`src/hdl/cfd_pkg.sv`:
```
// ----------------------------------------------------------------------------
// cfd_pkg
// Shared types and constants for the command frame deframer.
// ----------------------------------------------------------------------------
package cfd_pkg;

    localparam int HDR_LEN        = 3;
    localparam int SLOT_BITS      = 15;
    localparam int SLOTS_PER_WORD = 4;
    localparam int TABLE_WORD_W   = SLOT_BITS * SLOTS_PER_WORD;
    localparam int OUT_BYTES      = 17;

    // slot layout
    localparam int SLOT_VALID  = 0;
    localparam int SLOT_ID_LSB = 1;
    localparam int SLOT_MIN_LSB = 9;
    localparam int SLOT_PAD    = 14;

    typedef enum logic [1:0] {
        REG_VERSION  = 2'd0,
        REG_TABLE_LO = 2'd1,
        REG_TABLE_HI = 2'd2
    } t_reg_idx;

    typedef enum logic [2:0] {
        V_DISPATCH    = 3'd0,
        V_BAD_VERSION = 3'd1,
        V_UNKNOWN_CMD = 3'd2,
        V_TOO_SHORT   = 3'd3,
        V_NOT_ACTIVE  = 3'd4,
        V_BAD_LENGTH  = 3'd5,
        V_UNFINISHED  = 3'd6
    } t_verdict;

    typedef struct packed {
        logic                        fire;
        logic                        drop_reset;
        logic                        bad_len;
        logic [7:0]                  ver;
        logic [7:0]                  cmd;
        logic [4:0]                  plen;
        logic [OUT_BYTES-1:0][7:0]   payload;
    } t_frame_evt;

    typedef struct packed {
        logic       found;
        logic [4:0] min_len;
        logic       pad;
    } t_cmd_hit;

    typedef struct packed {
        t_verdict                    verdict;
        logic [7:0]                  cmd;
        logic [4:0]                  plen;
        logic [OUT_BYTES-1:0][7:0]   payload;
        logic                        skip_inc;
        logic                        rej_inc;
        logic                        drop_inc;
    } t_judge_res;

endpackage

```
`src/hdl/cfd_cmd_match.sv`:
```
// ----------------------------------------------------------------------------
// cfd_cmd_match
// Parallel search of the command slots; the lowest valid matching slot wins.
// ----------------------------------------------------------------------------
module cfd_cmd_match
    import cfd_pkg::*;
#(
    parameter int COMMAND_SLOTS = 8
) (
    input  logic [TABLE_WORD_W-1:0] i_table_lo,
    input  logic [TABLE_WORD_W-1:0] i_table_hi,
    input  logic [7:0]              i_cmd,
    output t_cmd_hit                o_hit
);

    logic [2*TABLE_WORD_W-1:0] table_all;

    assign table_all = {i_table_hi, i_table_lo};

    always_comb begin
        logic [SLOT_BITS-1:0] slot;
        o_hit = '0;
        for (int s = COMMAND_SLOTS - 1; s >= 0; s--) begin
            slot = table_all[s*SLOT_BITS +: SLOT_BITS];
            if (slot[SLOT_VALID] && (slot[SLOT_ID_LSB +: 8] == i_cmd)) begin
                o_hit.found   = 1'b1;
                o_hit.min_len = slot[SLOT_MIN_LSB +: 5];
                o_hit.pad     = slot[SLOT_PAD];
            end
        end
    end

endmodule

```
`src/hdl/cfd_frame_asm.sv`:
```
// ----------------------------------------------------------------------------
// cfd_frame_asm
// Frame store, byte count and discard flag; flags a finished or dropped frame.
// ----------------------------------------------------------------------------
module cfd_frame_asm
    import cfd_pkg::*;
#(
    parameter int PAYLOAD_MAX = 17
) (
    input  logic       i_clk,
    input  logic       i_rst_n,
    input  logic       i_take,
    input  logic       i_func,
    input  logic [7:0] i_data_byte,
    input  logic       i_end_of_read,
    output t_frame_evt o_evt
);

    localparam int STORE_LEN = HDR_LEN + PAYLOAD_MAX;
    localparam int HW        = $clog2(STORE_LEN + 1);
    localparam int IW        = $clog2(STORE_LEN);

    logic [7:0]    r_store [STORE_LEN];
    logic [HW-1:0] r_held, n_held;
    logic          r_discarding, n_discarding;

    logic [7:0]    view [STORE_LEN];
    logic [HW-1:0] cnt;
    logic          hdr_done;
    logic          len_over;
    logic          complete;
    logic [OUT_BYTES-1:0][7:0] pay;

    always_comb begin
        for (int i = 0; i < STORE_LEN; i++) begin
            view[i] = (r_held == HW'(i)) ? i_data_byte : r_store[i];
        end
    end

    assign cnt      = r_held + HW'(1);
    assign hdr_done = cnt >= HW'(HDR_LEN);
    assign len_over = view[2] > 8'(PAYLOAD_MAX);
    assign complete = 9'(cnt) >= (9'(HDR_LEN) + {1'b0, view[2]});

    // frame event
    always_comb begin
        o_evt            = '0;
        o_evt.ver        = view[0];
        o_evt.cmd        = view[1];
        o_evt.plen       = view[2][4:0];
        o_evt.payload    = pay;
        if (i_func) begin
            o_evt.fire       = r_held != '0;
            o_evt.drop_reset = 1'b1;
        end else if (!r_discarding && hdr_done) begin
            o_evt.fire    = len_over || complete;
            o_evt.bad_len = len_over;
        end
    end

    for (genvar g = 0; g < OUT_BYTES; g++) begin : g_pay
        if (g < PAYLOAD_MAX) begin : g_on
            assign pay[g] = (8'(g) < view[2]) ? view[HDR_LEN + g] : 8'd0;
        end else begin : g_off
            assign pay[g] = 8'd0;
        end
    end

    // count and discard
    always_comb begin
        n_held       = r_held;
        n_discarding = r_discarding;
        if (i_func) begin
            n_held       = '0;
            n_discarding = 1'b0;
        end else if (r_discarding) begin
            if (i_end_of_read) begin
                n_discarding = 1'b0;
            end
        end else if (!hdr_done) begin
            n_held = cnt;
        end else if (len_over) begin
            n_held       = '0;
            n_discarding = !i_end_of_read;
        end else if (complete) begin
            n_held = '0;
        end else begin
            n_held = cnt;
        end
    end

    always_ff @(posedge i_clk) begin
        if (!i_rst_n) begin
            r_held       <= '0;
            r_discarding <= 1'b0;
        end else if (i_take) begin
            r_held       <= n_held;
            r_discarding <= n_discarding;
        end
    end

    always_ff @(posedge i_clk) begin
        if (i_take && !i_func && !r_discarding && (r_held < HW'(STORE_LEN))) begin
            r_store[r_held[IW-1:0]] <= i_data_byte;
        end
    end

endmodule

```
`src/hdl/cfd_judge.sv`:
```
// ----------------------------------------------------------------------------
// cfd_judge
// Verdict for a flagged frame, payload gating and counter increments.
// ----------------------------------------------------------------------------
module cfd_judge
    import cfd_pkg::*;
#(
    parameter int COMMAND_SLOTS = 8
) (
    input  t_frame_evt              i_evt,
    input  logic [7:0]              i_version,
    input  logic [TABLE_WORD_W-1:0] i_table_lo,
    input  logic [TABLE_WORD_W-1:0] i_table_hi,
    input  logic                    i_sender_active,
    output t_judge_res              o_res
);

    t_cmd_hit hit;

    cfd_cmd_match #(
        .COMMAND_SLOTS(COMMAND_SLOTS)
    ) u_match (
        .i_table_lo(i_table_lo),
        .i_table_hi(i_table_hi),
        .i_cmd     (i_evt.cmd),
        .o_hit     (hit)
    );

    always_comb begin
        o_res         = '0;
        o_res.verdict = V_DISPATCH;
        o_res.cmd     = i_evt.cmd;
        o_res.plen    = i_evt.plen;
        if (i_evt.drop_reset) begin
            o_res.verdict  = V_UNFINISHED;
            o_res.cmd      = 8'd0;
            o_res.plen     = 5'd0;
            o_res.drop_inc = 1'b1;
        end else if (i_evt.bad_len) begin
            o_res.verdict  = V_BAD_LENGTH;
            o_res.plen     = 5'd0;
            o_res.drop_inc = 1'b1;
        end else if (i_evt.ver != i_version) begin
            o_res.verdict  = V_BAD_VERSION;
            o_res.skip_inc = 1'b1;
        end else if (!hit.found) begin
            o_res.verdict  = V_UNKNOWN_CMD;
            o_res.skip_inc = 1'b1;
        end else if (i_evt.plen < hit.min_len) begin
            o_res.verdict = V_TOO_SHORT;
            o_res.rej_inc = 1'b1;
        end else if (hit.pad && !i_sender_active) begin
            o_res.verdict = V_NOT_ACTIVE;
            o_res.rej_inc = 1'b1;
        end else begin
            o_res.payload = i_evt.payload;
        end
    end

endmodule

```
`src/hdl/command_frame_deframer_top.sv`:
```
// ----------------------------------------------------------------------------
// command_frame_deframer_top
// Byte-stream frame deframer with command table lookup and wrapping counters.
// ----------------------------------------------------------------------------
//  channel  | signals                                   | direction
//  ---------+-------------------------------------------+-----------
//  input    | i_valid / o_ready, func, byte, eor, act   | in
//  result   | o_valid / i_ready, verdict .. counters    | out
//  config   | i_cfg_valid / o_cfg_ready, index, data    | in
//
//  One word per cycle: each byte is judged in the cycle it is taken; on a
//  frame end the result register loads on that same edge, so o_valid is high
//  from it on. The input stalls only while a result waits with i_ready low.
//  Reset is synchronous; the frame store is not cleared.
//  o_cfg_ready is always high.
// ----------------------------------------------------------------------------
module command_frame_deframer_top
    import cfd_pkg::*;
#(
    parameter int PAYLOAD_MAX   = 17,
    parameter int COMMAND_SLOTS = 8
) (
    input  logic        i_clk,
    input  logic        i_rst_n,
    input  logic        i_valid,
    output logic        o_ready,
    input  logic        i_func,
    input  logic [7:0]  i_data_byte,
    input  logic        i_end_of_read,
    input  logic        i_sender_active,
    output logic        o_valid,
    input  logic        i_ready,
    output logic [2:0]  o_verdict,
    output logic [7:0]  o_command,
    output logic [4:0]  o_declared_len,
    output logic [63:0] o_payload_low,
    output logic [63:0] o_payload_mid,
    output logic [7:0]  o_payload_top,
    output logic [15:0] o_skipped_count,
    output logic [15:0] o_rejected_count,
    output logic [15:0] o_dropped_count,
    input  logic        i_cfg_valid,
    output logic        o_cfg_ready,
    input  logic [1:0]  i_cfg_index,
    input  logic [59:0] i_cfg_data
);

    logic [7:0]              r_version;
    logic [TABLE_WORD_W-1:0] r_table_lo;
    logic [TABLE_WORD_W-1:0] r_table_hi;
    logic [15:0]             r_skipped, n_skipped;
    logic [15:0]             r_rejected, n_rejected;
    logic [15:0]             r_dropped, n_dropped;
    logic                    r_out_valid;
    t_judge_res              r_res;

    logic       accept;
    t_frame_evt evt;
    t_judge_res res;

    assign o_cfg_ready = 1'b1;
    assign o_ready     = !r_out_valid || i_ready;
    assign accept      = i_valid && o_ready;

    always_ff @(posedge i_clk) begin
        if (!i_rst_n) begin
            r_version  <= 8'd1;
            r_table_lo <= '0;
            r_table_hi <= '0;
        end else if (i_cfg_valid) begin
            case (i_cfg_index)
                REG_VERSION:  r_version  <= i_cfg_data[7:0];
                REG_TABLE_LO: r_table_lo <= i_cfg_data;
                REG_TABLE_HI: r_table_hi <= i_cfg_data;
                default:      ;
            endcase
        end
    end

    cfd_frame_asm #(
        .PAYLOAD_MAX(PAYLOAD_MAX)
    ) u_asm (
        .i_clk        (i_clk),
        .i_rst_n      (i_rst_n),
        .i_take       (accept),
        .i_func       (i_func),
        .i_data_byte  (i_data_byte),
        .i_end_of_read(i_end_of_read),
        .o_evt        (evt)
    );

    cfd_judge #(
        .COMMAND_SLOTS(COMMAND_SLOTS)
    ) u_judge (
        .i_evt          (evt),
        .i_version      (r_version),
        .i_table_lo     (r_table_lo),
        .i_table_hi     (r_table_hi),
        .i_sender_active(i_sender_active),
        .o_res          (res)
    );

    assign n_skipped  = r_skipped + 16'(res.skip_inc);
    assign n_rejected = r_rejected + 16'(res.rej_inc);
    assign n_dropped  = r_dropped + 16'(res.drop_inc);

    always_ff @(posedge i_clk) begin
        if (!i_rst_n) begin
            r_out_valid <= 1'b0;
            r_skipped   <= '0;
            r_rejected  <= '0;
            r_dropped   <= '0;
        end else begin
            if (accept && evt.fire) begin
                r_out_valid <= 1'b1;
                r_skipped   <= n_skipped;
                r_rejected  <= n_rejected;
                r_dropped   <= n_dropped;
            end else if (i_ready) begin
                r_out_valid <= 1'b0;
            end
        end
    end

    always_ff @(posedge i_clk) begin
        if (accept && evt.fire) begin
            r_res <= res;
        end
    end

    assign o_valid          = r_out_valid;
    assign o_verdict        = r_res.verdict;
    assign o_command        = r_res.cmd;
    assign o_declared_len   = r_res.plen;
    assign o_payload_low    = r_res.payload[7:0];
    assign o_payload_mid    = r_res.payload[15:8];
    assign o_payload_top    = r_res.payload[16];
    assign o_skipped_count  = r_skipped;
    assign o_rejected_count = r_rejected;
    assign o_dropped_count  = r_dropped;

    a_fire_loads: assert property (@(posedge i_clk) disable iff (!i_rst_n)
        (accept && evt.fire) |=> r_out_valid)
        else $error("result not loaded");

    a_idle_counters: assert property (@(posedge i_clk) disable iff (!i_rst_n)
        (accept && !evt.fire) |=> ($stable(r_skipped) && $stable(r_rejected)
                                   && $stable(r_dropped)))
        else $error("counter moved without a result");

    a_drop_count: assert property (@(posedge i_clk) disable iff (!i_rst_n)
        (accept && evt.fire && res.drop_inc) |=> (r_dropped == $past(r_dropped) + 16'd1))
        else $error("dropped count not advanced");

    a_payload_gated: assert property (@(posedge i_clk) disable iff (!i_rst_n)
        (r_out_valid && (r_res.verdict != V_DISPATCH)) |-> (r_res.payload == '0))
        else $error("payload leaked on a non-dispatch verdict");

endmodule
```
`config.mk`:
```
export PLATFORM = sky130hd
export DESIGN_NAME = command_frame_deframer_top
export DESIGN_NICKNAME = d
export VERILOG_FILES = /design/src/hdl/cfd_pkg.sv /design/src/hdl/cfd_cmd_match.sv /design/src/hdl/cfd_frame_asm.sv /design/src/hdl/cfd_judge.sv /design/src/hdl/command_frame_deframer_top.sv
export SDC_FILE = /design/constraint.sdc
export NUM_CORES = 1
export LEC_CHECK = 0
export BUFFER_PORTS_ARGS = -buffer_cell sky130_fd_sc_hd__buf_2
export CORE_ASPECT_RATIO = 0.7
export CORE_UTILIZATION = 54
export DETAILED_ROUTE_END_ITERATION = 12
export PLACE_DENSITY = 0.86
export SETUP_SLACK_MARGIN = 0.5
export SYNTH_ARGS = -nofsm -noshare
export SYNTH_HDL_FRONTEND = slang
export SYNTH_SLANG_ARGS = --single-unit
export TNS_END_PERCENT = 30
```
`constraint.sdc`:
```
create_clock -name i_clk -period 20.8 [get_ports i_clk]
set_clock_uncertainty 0.1 [all_clocks]
set_input_delay 2.08 -clock i_clk [delete_from_list [all_inputs] [get_ports i_clk]]
set_output_delay 2.08 -clock i_clk [all_outputs]
set_load 0.01 [all_outputs]
```
==> out/results.tsv <==
metric	value	unit
outcome	finished clean	
CTS buffer count	47	
worst-path cell chain	buf_2 > inv_1 > a221oi_2 > o22ai_1 > nor4b_2 > o211ai_1 > o21ai_0 > mux2i_1 > o211ai_1 > o21ai_0 > ha_1 > a21o_1 > a21o_1 > a21oi_1 > nand3_1 > o31a_1 > o211ai_1 > buf_4 > buf_4 > a2111oi_0	
P_int	1650	µW
met1 GRT Util	0.431	
Pleak	0.00971	µW
Root Buffer Master	clkbuf_16	
Bufs on Longest Clock Path	3	
CTS-repair resized insts	0	
FILL cells	3193	
Max FO, Critical Path	73	
peak supply drop	0.0559	mV
Slew Limit Headroom	0.190	
sequential share of power	0.503	
Warnings, synthesis	0	
met3 Track Usage GR	0.0483	
post-route core utilization	0.633	
critical path class	input port to flop	
max_cap viols	0	
drt pass-1 iters	7	
Post-Route WL	65700	µm
Power Total	2140	µW
crit path launch type	input port	
Site Rows	62	
CP peak stage delay	0.88	ns
initial antenna violation count	1	
Worst-Skew Late Latency	0.58	ns
Top Usage Layer GRT	met2	
CTS HTree Levels	2	
gate count of the mapped netlist	2189	
RD Place Congestion	0.971	
Fin Hold WS	0.358	ns
Sw Ratio	0.229	
multi-input logic area	8930	µm²
CTS tree	built	
GR Overflow Total	0	
final setup fails	0	
NetSw	491	µW
total die area	43200	µm²
hold_sp	r_table_lo[15]	
global-route wire length before repair	99600	µm
Vias/cell	6.31	
Ports	281	
Crit path required time	20.96	ns
Worst R2R Setup Slack	13.23	ns
overall routing resource usage	0.297	
Critical Path Start	i_data_byte[1]	
Critical-path top delay cell	buf_4	
post-route setup TNS	0	ns
CTS Sinks	495	
EDFF count, synth	312	
initial core utilization	0.553	
RSZ-0062 raised after global routing	no	
Mapped Avg Cell Area	10.4	µm²
post-synthesis async set-or-reset flop share	0	
DRT iter0 DRCs	2337	
arrival time worst endpoint	8.81	ns
Net Count, Synth	2290	
largest net degree at the start of global routing	97	
max-slew violation count	0	
min-delay worst type	flop to flop	
Final Cycle Share	0.416	
max frequency	0.116	GHz
worst slew pin tran	1.21	ns
postcts setup bufs	0	
PortBufs	279	
Netlist cell types	83	
Routed WL per cell	22.1	µm
Comb power frac	0.062	
Chip Width	248	µm
Post-CTS Hold Fix Bufs	0	
Vias	18800	
clock slew at reported path FFs	0.07	ns
final net count	2491	
vias in the first global route	17500	
synthesized flop and latch total	495	
Remaining DRCs	0	
layout cell share with drive strength beyond 1	0.191	
PD cells	81.9	nW/µm²
crit path capture type	flop	
sequential fraction of the synthesis area	0.570	
Final Critical Period	8.64	ns
worst reg2reg startpoint	u_asm.r_held[0]	
FF/Latch Area	13000	µm²
CORE AREA	41300	µm²
Syn-to-layout area delta	14.5	%
number of routed nets with antenna violations	0	
HPWL after DPL	42300	µm
Die Height	174	µm
proportion of power drawn by the clock network	0.436	
Main synth FF type	edfxtp_1	
cell mode on critical path	o211ai_1	
Synth Cell Area	22900	µm²
met2 usage	0.450	
final hold viol count	0	
==> flip-flops by register name (all words and copies together), names as in the netlist, 16 cells and up <==
register	flops
u_asm.r_store	160
o_skipped_count	16
o_payload_mid	64
o_dropped_count	16
o_rejected_count	16
o_payload_low	64
r_table_lo	60
r_table_hi	60
==> cell families after synthesis <==
kind of cell,count (synthesis),share of synthesized area
flops,495,0.570
fa+ha+maj,23,0.0126
other cells,1,0.000164
buf+inv,220,0.0407
mux,77,0.0342
compound gates,453,0.145
xor+xnor,56,0.0215
simple gates,864,0.176
==> power groups by stage <==
stage,registers [µW],logic (µW),clock network (µW)
after floorplan,1100,72.8,0
after global placement,1100,127,0
after detailed placement,1100,130,0
after CTS,1080,130,940
after global routing,1080,142,977
final,1080,132,934
==> cell usage in the layout, fill, tap and decap left out, types with 23 or more instances in the layout <==
cell type,n
dfxtp_1,183
buf_4,24
clkbuf_16,49
edfxtp_1,312
ha_1,23
nand2_1,467
inv_1,59
or4_1,24
buf_2,279
a2111oi_2,47
a21oi_1,213
nor2_1,110
xor2_1,34
mux2i_1,73
nand3_1,37
nor3_1,23
o21ai_0,24
nor4_1,78
o31ai_1,25
nand2b_1,24
==> critical path: cells and delay by family <==
family	cells	cell delay, ns
AOI/OAI and AO/OA	12	2.58
adders and majority gates	1	0.31
buffers and inverters	4	2.79
muxes	1	0.12
and+or+nand+nor	2	0.72
==> final timing paths <==
check,end,depth (start not counted)
hold reg to reg,r_table_lo[15],2
setup reg to reg,o_payload_mid[63],21
hold / removal,r_table_lo[15],2
setup / recovery,o_payload_mid[63],20
==> layout make-up <==
cell class | instances | share of cell area
clock inverter | 33 | 0.0159
antenna | 1 | 0.0000956
multi-input combinational | 1474 | 0.341
inverter | 69 | 0.00999
clock buffer | 55 | 0.0485
tap | 544 | 0.0260
sequential | 495 | 0.498
timing repair buffer | 303 | 0.0603
==> routing by layer <==
metal / part of all wire / up-vias / wire length (µm)
li1: - / 8428 / -
met1: 0.42 / 9067 / 27500
met2: 0.45 / 1112 / 29500
met3: 0.10 / 156 / 6570
met4: 0.032 / 0 / 2100
met5: 0 / - / 0
==> metrics by stage <==
stage / area [µm²] / setup WS (ns) / instances
floorplan: 22900 / 8.72 / 2189
global placement: 24500 / 12.13 / 2885
detailed placement: 24500 / 11.89 / 2885
CTS: 26200 / 12.45 / 2973
global route: 26200 / 11.84 / 2973
finish: 26200 / 12.16 / 2974
==> cell usage after synthesis, types with 9 or more instances <==
cell	number	area (µm²)
buf_2	20	100
a2111oi_2	47	706
ha_1	23	288
mux2i_1	73	731
xor2_1	34	298
or3_1	11	68.8
clkinv_1	9	33.8
buf_1	14	52.6
nor3_1	23	115
nor2b_1	12	75.1
or4_1	24	180
nand2b_1	24	150
clkbuf_1	105	394
o211ai_1	11	82.6
nor4_1	78	488
o221ai_1	15	131
o31ai_1	25	188
inv_1	60	225
nand4_1	14	87.6
or2_2	9	56.3
nor2_1	111	417
nand3_1	37	185
and2_1	11	68.8
a221oi_1	10	87.6
a2111oi_0	15	131
edfxtp_1	312	9370
and3_1	17	106
dfxtp_1	183	3660
a2111oi_1	9	90.1
o21ai_0	24	120
a21oi_1	214	1070
xnor2_1	22	193
buf_6	9	101
nand2_1	467	1750
Power figures use the tool's default switching activity.
